<file path="config.mk">
export PLATFORM = sky130hd
export DESIGN_NAME = queue_from_two_stacks_core
export DESIGN_NICKNAME = d
export VERILOG_FILES = /design/src/rtl/qts_pkg.sv /design/src/rtl/qts_ram.sv /design/src/rtl/qts_ctrl.sv /design/src/rtl/queue_from_two_stacks_core.sv
export SDC_FILE = /design/constraint.sdc
export NUM_CORES = 1
export LEC_CHECK = 0
export BUFFER_PORTS_ARGS = -buffer_cell sky130_fd_sc_hd__buf_2
export CAP_MARGIN = 10
export CORE_ASPECT_RATIO = 0.5
export CORE_MARGIN = 2
export CORE_UTILIZATION = 45
export CTS_BUF_LIST = sky130_fd_sc_hd__clkbuf_4 sky130_fd_sc_hd__clkbuf_8
export DETAILED_ROUTE_END_ITERATION = 7
export PLACE_DENSITY = 0.62
export SETUP_SLACK_MARGIN = 0.4
export SKIP_CTS_REPAIR_TIMING = 1
export SYNTH_ARGS = -nofsm -noshare
export SYNTH_HDL_FRONTEND = slang
export SYNTH_SLANG_ARGS = --single-unit
</file>
<file path="constraint.sdc">
create_clock -name clk -period 10 [get_ports clk]
set_input_delay 0.5 -clock clk [delete_from_list [all_inputs] [get_ports clk]]
set_output_delay 0.5 -clock clk [all_outputs]
set_load 0.05 [all_outputs]
</file>
<file path="src/rtl/qts_pkg.sv">
// ----------------------------------------------------------------------------
// qts_pkg
// Shared types, constants and helpers for the two-stack queue.
// ----------------------------------------------------------------------------
`default_nettype none

package qts_pkg;

  localparam int STACK_DEPTH = 8;
  localparam int WORD_W      = 32;
  localparam int ADDR_W      = (STACK_DEPTH > 1) ? $clog2(STACK_DEPTH) : 1;
  localparam int CNT_W       = $clog2(STACK_DEPTH + 1);
  localparam int SIZE_W      = 5;

  localparam logic [1:0] OP_ENQUEUE = 2'd0;
  localparam logic [1:0] OP_DEQUEUE = 2'd1;

  localparam logic [1:0] ST_OK        = 2'd0;
  localparam logic [1:0] ST_OVERFLOW  = 2'd1;
  localparam logic [1:0] ST_UNDERFLOW = 2'd2;

  typedef logic [WORD_W-1:0] word_t;
  typedef logic [ADDR_W-1:0] addr_t;
  typedef logic [CNT_W-1:0]  cnt_t;

  typedef enum logic [2:0] {
    S_IDLE,
    S_DQ_OUT,
    S_XFER,
    S_DQ_IN,
    S_RESP
  } state_t;

  typedef struct packed {
    logic  we;
    addr_t waddr;
    word_t wdata;
    addr_t raddr;
  } ram_port_t;

  typedef struct packed {
    logic              valid;
    word_t             data;
    logic [SIZE_W-1:0] size;
    logic [1:0]        status;
  } result_t;

  // total occupancy, kept to the width of the size field
  function automatic logic [SIZE_W-1:0] total_size(cnt_t a, cnt_t b);
    logic [31:0] s;
    s = 32'(a) + 32'(b);
    return s[SIZE_W-1:0];
  endfunction

endpackage

`default_nettype wire

</file>
<file path="src/rtl/qts_ram.sv">
// ----------------------------------------------------------------------------
// qts_ram
// Generic single write port, single read port RAM with registered read.
// ----------------------------------------------------------------------------
`default_nettype none

module qts_ram #(
  parameter int WIDTH = 32,
  parameter int DEPTH = 8,
  localparam int AW = (DEPTH > 1) ? $clog2(DEPTH) : 1
) (
  input  wire logic             clk,
  input  wire logic             we,
  input  wire logic [AW-1:0]    waddr,
  input  wire logic [WIDTH-1:0] wdata,
  input  wire logic [AW-1:0]    raddr,
  output logic      [WIDTH-1:0] rdata
);

  logic [WIDTH-1:0] mem [DEPTH];

  always_ff @(posedge clk) begin
    if (we) begin
      mem[waddr] <= wdata;
    end
    rdata <= mem[raddr];
  end

endmodule

`default_nettype wire

</file>
<file path="src/rtl/qts_ctrl.sv">
// ----------------------------------------------------------------------------
// qts_ctrl
// Sequencer for the two-stack queue: stack counts, RAM port control and the
// intake-to-outlet transfer loop.
// ----------------------------------------------------------------------------
`default_nettype none

module qts_ctrl
  import qts_pkg::*;
(
  input  wire logic        clk,
  input  wire logic        rst,
  input  wire logic        in_valid,
  output logic             in_ready,
  input  wire logic [1:0]  operation,
  input  wire logic [31:0] data_in,
  input  wire word_t       intake_rdata,
  input  wire word_t       outlet_rdata,
  input  wire logic        res_taken,
  output ram_port_t        intake_port,
  output ram_port_t        outlet_port,
  output result_t          res
);

  state_t     state, state_next;
  cnt_t       ic, ic_next;
  cnt_t       oc, oc_next;
  logic       pend, pend_next;
  word_t      res_data, res_data_next;
  logic [1:0] res_status, res_status_next;

  cnt_t ic_m1;
  cnt_t oc_m1;

  assign ic_m1 = ic - cnt_t'(1);
  assign oc_m1 = oc - cnt_t'(1);

  always_ff @(posedge clk) begin
    if (rst) begin
      state <= S_IDLE;
      ic    <= '0;
      oc    <= '0;
      pend  <= 1'b0;
    end else begin
      state <= state_next;
      ic    <= ic_next;
      oc    <= oc_next;
      pend  <= pend_next;
    end
  end

  always_ff @(posedge clk) begin
    res_data   <= res_data_next;
    res_status <= res_status_next;
  end

  always_comb begin
    state_next      = state;
    ic_next         = ic;
    oc_next         = oc;
    pend_next       = pend;
    res_data_next   = res_data;
    res_status_next = res_status;
    intake_port     = '0;
    outlet_port     = '0;
    in_ready        = (state == S_IDLE);
    res.valid       = 1'b0;
    res.data        = res_data;
    res.size        = total_size(ic, oc);
    res.status      = res_status;

    case (state)
      S_IDLE: begin
        if (in_valid) begin
          res_data_next   = '0;
          res_status_next = ST_OK;
          state_next      = S_RESP;
          case (operation)
            OP_ENQUEUE: begin
              if (ic == cnt_t'(STACK_DEPTH) || oc == cnt_t'(STACK_DEPTH)) begin
                res_status_next = ST_OVERFLOW;
              end else begin
                intake_port.we    = 1'b1;
                intake_port.waddr = ic[ADDR_W-1:0];
                intake_port.wdata = data_in;
                ic_next           = ic + cnt_t'(1);
              end
            end
            OP_DEQUEUE: begin
              if (oc != '0) begin
                outlet_port.raddr = oc_m1[ADDR_W-1:0];
                oc_next           = oc_m1;
                state_next        = S_DQ_OUT;
              end else if (ic != '0) begin
                pend_next  = 1'b0;
                state_next = S_XFER;
              end else begin
                res_status_next = ST_UNDERFLOW;
              end
            end
            default: begin
              res_status_next = ST_OK;
            end
          endcase
        end
      end

      S_DQ_OUT: begin
        res_data_next = outlet_rdata;
        state_next    = S_RESP;
      end

      // read intake top each cycle, write the word read last cycle to outlet
      S_XFER: begin
        if (pend) begin
          outlet_port.we    = 1'b1;
          outlet_port.waddr = oc[ADDR_W-1:0];
          outlet_port.wdata = intake_rdata;
          oc_next           = oc + cnt_t'(1);
        end
        intake_port.raddr = ic_m1[ADDR_W-1:0];
        ic_next           = ic_m1;
        if (ic > cnt_t'(1)) begin
          pend_next = 1'b1;
        end else begin
          // bottom entry read, it is the dequeued word
          pend_next  = 1'b0;
          state_next = S_DQ_IN;
        end
      end

      S_DQ_IN: begin
        res_data_next = intake_rdata;
        state_next    = S_RESP;
      end

      S_RESP: begin
        res.valid = 1'b1;
        if (res_taken) begin
          state_next = S_IDLE;
        end
      end

      default: begin
        state_next = S_IDLE;
      end
    endcase
  end

endmodule

`default_nettype wire

</file>
<file path="src/rtl/queue_from_two_stacks_core.sv">
// ----------------------------------------------------------------------------
// queue_from_two_stacks_core
// FIFO of 32-bit words built from an intake stack and an outlet stack.
// ----------------------------------------------------------------------------
//  channel  | signals                              | notes
//  ---------+--------------------------------------+---------------------------
//  request  | in_valid in_ready operation data_in  | one operation per request
//  result   | out_valid out_ready data_out         | one result per request
//           | queue_size status                    |
//
//  enqueue and size query go from accept through the result state to the result
//  register, a pop from a non-empty outlet stack first passes the outlet read
//  state, and a dequeue that refills the outlet stack first runs the transfer
//  loop, one word per cycle from the intake read port into the outlet stack.
//  in_ready is high only while the sequencer is idle.
//  synchronous reset empties both stacks; RAM contents are not cleared.
//  a stalled result holds the sequencer until it is taken.
// ----------------------------------------------------------------------------
`default_nettype none

module queue_from_two_stacks_core
  import qts_pkg::*;
(
  input  wire logic               clk,
  input  wire logic               rst,
  input  wire logic               in_valid,
  output logic                    in_ready,
  input  wire logic [1:0]         operation,
  input  wire logic signed [31:0] data_in,
  output logic                    out_valid,
  input  wire logic               out_ready,
  output logic signed [31:0]      data_out,
  output logic [4:0]              queue_size,
  output logic [1:0]              status
);

  ram_port_t intake_port;
  ram_port_t outlet_port;
  word_t     intake_rdata;
  word_t     outlet_rdata;
  result_t   res;
  logic      out_load;

  assign out_load = res.valid && (!out_valid || out_ready);

  qts_ctrl u_ctrl (
    .clk          (clk),
    .rst          (rst),
    .in_valid     (in_valid),
    .in_ready     (in_ready),
    .operation    (operation),
    .data_in      (data_in),
    .intake_rdata (intake_rdata),
    .outlet_rdata (outlet_rdata),
    .res_taken    (out_load),
    .intake_port  (intake_port),
    .outlet_port  (outlet_port),
    .res          (res)
  );

  qts_ram #(.WIDTH(WORD_W), .DEPTH(STACK_DEPTH)) u_intake_ram (
    .clk   (clk),
    .we    (intake_port.we),
    .waddr (intake_port.waddr),
    .wdata (intake_port.wdata),
    .raddr (intake_port.raddr),
    .rdata (intake_rdata)
  );

  qts_ram #(.WIDTH(WORD_W), .DEPTH(STACK_DEPTH)) u_outlet_ram (
    .clk   (clk),
    .we    (outlet_port.we),
    .waddr (outlet_port.waddr),
    .wdata (outlet_port.wdata),
    .raddr (outlet_port.raddr),
    .rdata (outlet_rdata)
  );

  // output register
  always_ff @(posedge clk) begin
    if (rst) begin
      out_valid <= 1'b0;
    end else if (out_load) begin
      out_valid <= 1'b1;
    end else if (out_ready) begin
      out_valid <= 1'b0;
    end
  end

  always_ff @(posedge clk) begin
    if (out_load) begin
      data_out   <= res.data;
      queue_size <= res.size;
      status     <= res.status;
    end
  end

`ifndef NO_ASSERTIONS
  a_busy_after_accept: assert property (@(posedge clk) disable iff (rst)
    in_valid && in_ready |=> !in_ready)
    else $error("request taken while sequencer busy");

  a_underflow_zero: assert property (@(posedge clk) disable iff (rst)
    out_valid && status == ST_UNDERFLOW |-> data_out == '0 && queue_size == '0)
    else $error("underflow result not empty");

  a_overflow_zero: assert property (@(posedge clk) disable iff (rst)
    out_valid && status == ST_OVERFLOW |-> data_out == '0)
    else $error("overflow result carries data");

  a_no_result_while_idle: assert property (@(posedge clk) disable iff (rst)
    in_ready |-> !res.valid)
    else $error("result pending while idle");
`endif

endmodule

`default_nettype wire

</file>
==> results by group <==
Timing
  • RSZ-0062 raised after global routing: no
  • Worst Tran Pin Value: 1.17 ns
  • Slew Viols, Final: 0
  • Final setup viols: 0
  • Final hold violations: 0
  • Part of the cycle the worst path needs: 36.0%
  • Fmax: 278 MHz
  • Clock Skew: 0.0247 ns
  • Crit path time final: 3.60 ns
  • Worst Hold Slack: 0.185 ns
  • Max_slew headroom: 22.0%
  • Fin Setup TNS: 0 ns
  • Setup ws final: 6.40 ns

Global route
  • Vias in the first global route: 12,800
  • Total GRT Usage: 19.2%
  • Largest net degree at the start of global routing: 67
  • Total grt overflow: 0
  • Global-route wire length before repair: 80,700 um
  • Initial antenna violation count: 1

Routing
  • Pre-antenna DRT Iters: 5
  • Post-Route WL: 55,400 um
  • First DRT Iteration DRCs: 1,007
  • Vias per cell: 5.55
  • Routed Antenna Nets: 0
  • Via Count: 12,700
  • DR DRC count: 0
  • Wire length per cell: 24.2 um

Worst setup path
  • Worst Path Max Fanout: 41
  • Worst Setup Start Kind: flip-flop
  • Top Family by Delay on Critical Path: simple AND/OR/NAND/NOR gates
  • Worst path max stage delay: 0.88 ns
  • WP data required: 10.27 ns
  • CP Buf/Inv Count: 2
  • CP Cell Sequence: inv_1, ha_1, nand3b_1, and4_1, buf_4, nand2_1, nor2_4
  • Critical path type: reg -> reg
  • Arrival time at the worst endpoint: 3.87 ns
  • Element type at the critical path end: flip-flop
  • CP max stage cell: nor2_4

Floorplan
  • Std cell rows: 61
  • Core footprint: 0.0553 mm^2
  • Top Ports: 79
  • Die width: 338 um
  • DIE AREA: 0.0577 mm^2
  • Die height: 171 um
  • Initial Util: 45.3%

Clocking
  • CTS sink count: 662
  • Longest Clk Path Bufs: 3
  • Clock Latency Late Sink: 0.67 ns
  • Num CTS Buffers: 93
  • Worst-path clk slew: 0.06 ns
  • Htree depth: 3
  • CTS Root Cell: clkbuf_8
  • TritonCTS clock tree: done

Logic synthesis
  • Register area share after synthesis: 76.3%
  • Synthesized Nets: 1,383
  • Asr flop ratio synth: 0%
  • Mapped Area: 0.0250 mm^2
  • Synthesized area per cell: 18.8 um^2
  • Yosys cell types: 54
  • Ys flop type: edfxtp_1
  • Seq cells post-synth: 662
  • Mapped Cells: 1,335
  • Post-synth EDFFs: 585
  • Number of synthesis warnings: 0

Pwr
  • Pwr dens: 193 mW/mm^2
  • Pleak: 9.72 nW
  • Final Power: 0.00547 W
  • Maximum VDD drop: 0.0000959 V

Final layout
  • # fillers: 4,458
  • Commonest cells after routing, fill and taps aside: edfxtp_1, mux2i_1, clkbuf_8, buf_2, dfxtp_1
  • Most common cell after layout, fill and taps aside: edfxtp_1
  • Final core utilization: 51.2%
  • Nets: 1,501
  • Area growth syn-to-layout: 13.0%
  • Register area: 0.0191 mm^2
  • Area of the multi-input gates: 0.00571 mm^2
  • Layout cells sized above 1: 27.6%

Place
  • Port Buffer Count: 78
  • Final RePlAce weighted congestion: 0.792
  • Place WS: 6.35 ns
  • Detailed placement HPWL: 30,000 um

Run status
  • Status: finished, final reports clean

Flow run
  • Max-cap violations: 0

Hold path
  • Hold crit path type: in -> reg
-- through the flow --
| stage | instances | area [um^2] |
|---|---|---|
| finish | 2289 | 28300 |
| global route | 2288 | 28300 |
| CTS | 2287 | 28300 |
| detailed placement | 2114 | 26400 |
| global placement | 2114 | 26400 |
| floorplan | 1335 | 25000 |
-- worst reg2reg max path, stage by stage, from the launching register on --
cell and delay (ns):
dfxtp_4 0.71, inv_1 0.14, ha_1 0.36, nand3b_1 0.15
and4_1 0.20, buf_4 0.40, nand2_1 0.36, nor2_4 0.88
-- power by group --
group | leakage (nW) | switching [W] | internal [W]
clock network | 1.04 | 0.000999 | 0.00115
logic | 2.45 | 0.000167 | 0.0000776
registers | 6.23 | 0.0000339 | 0.00304
total | 9.72 | 0.00120 | 0.00427
-- cells in the mapped netlist, types with 32 or more instances --
| cell type | number | area share, % |
|---|---|---|
| edfxtp_1 | 585 | 70 |
| mux2i_1 | 130 | 5.2 |
| and2_1 | 33 | 0.82 |
| nor2b_1 | 37 | 0.92 |
| a22o_1 | 32 | 1.1 |
| o22ai_1 | 32 | 0.80 |
| a21oi_1 | 40 | 0.80 |
| clkbuf_1 | 55 | 0.82 |
| mux2_2 | 34 | 1.5 |
| and3_1 | 32 | 0.80 |
| dfxtp_1 | 77 | 6.2 |
| mux4_2 | 64 | 5.8 |
-- state kept, by name (all words and copies together) (netlist names) --
signal              count
u_ctrl.oc               4
u_ctrl.ic               4
u_ctrl.state            3
status                  2
data_out               32
u_outlet_ram.rdata     32
u_outlet_ram.mem      256
u_intake_ram.mem      256
u_ctrl.pend             1
u_ctrl.res_status       2
out_valid               1
u_ctrl.res_data        32
u_intake_ram.rdata     32
queue_size              5
-- layout make-up --
| type | instances | area share, % |
|---|---|---|
| Tap cell | 756 | 3.34 |
| Inverter | 8 | 0.106 |
| Timing Repair Buffer | 101 | 1.99 |
| Clock buffer | 151 | 6.24 |
| Sequential cell | 662 | 67.6 |
| Antenna cell | 2 | 0.0177 |
| Multi-Input combinational cell | 587 | 20.2 |
| Clock inverter | 22 | 0.544 |
-- path summary, 6_finish.rpt --
check             cells past startpoint                           endpoint  slack [ns]                     startpoint
hold / removal                        3             out_valid$_SDFFE_PP0P_        0.18                      out_ready
setup / recovery                      7  u_intake_ram.mem[4][18]$_DFFE_PP_        6.40      u_ctrl.oc[0]$_SDFFE_PP0P_
hold reg to reg                       0             data_out[31]$_DFFE_PP_        0.41  u_ctrl.res_data[31]$_DFFE_PP_
setup reg to reg                      7  u_intake_ram.mem[4][18]$_DFFE_PP_        6.40      u_ctrl.oc[0]$_SDFFE_PP0P_
-- layer usage --
| layer | share of wire [%] | GRT usage (%) |
|---|---|---|
| met1 | 47 | 28.3 |
| met2 | 46 | 29.3 |
| met3 | 5.6 | 4.00 |
| met4 | 1.6 | 4.79 |
| met5 | 0 | 0 |
-- cells by family after synthesis --
logic type / after synthesis / share of synthesized area, %
adder cells (fa/ha/maj): 10 / 0.530
AND/OR/NAND/NOR: 186 / 4.41
AO/OA/AOI/OAI: 158 / 4.59
flip-flops: 662 / 76.3
buffers and inverters: 86 / 1.49
multiplexers: 228 / 12.5
XOR/XNOR: 5 / 0.175
No activity file was read; power rests on OpenSTA's default activity.
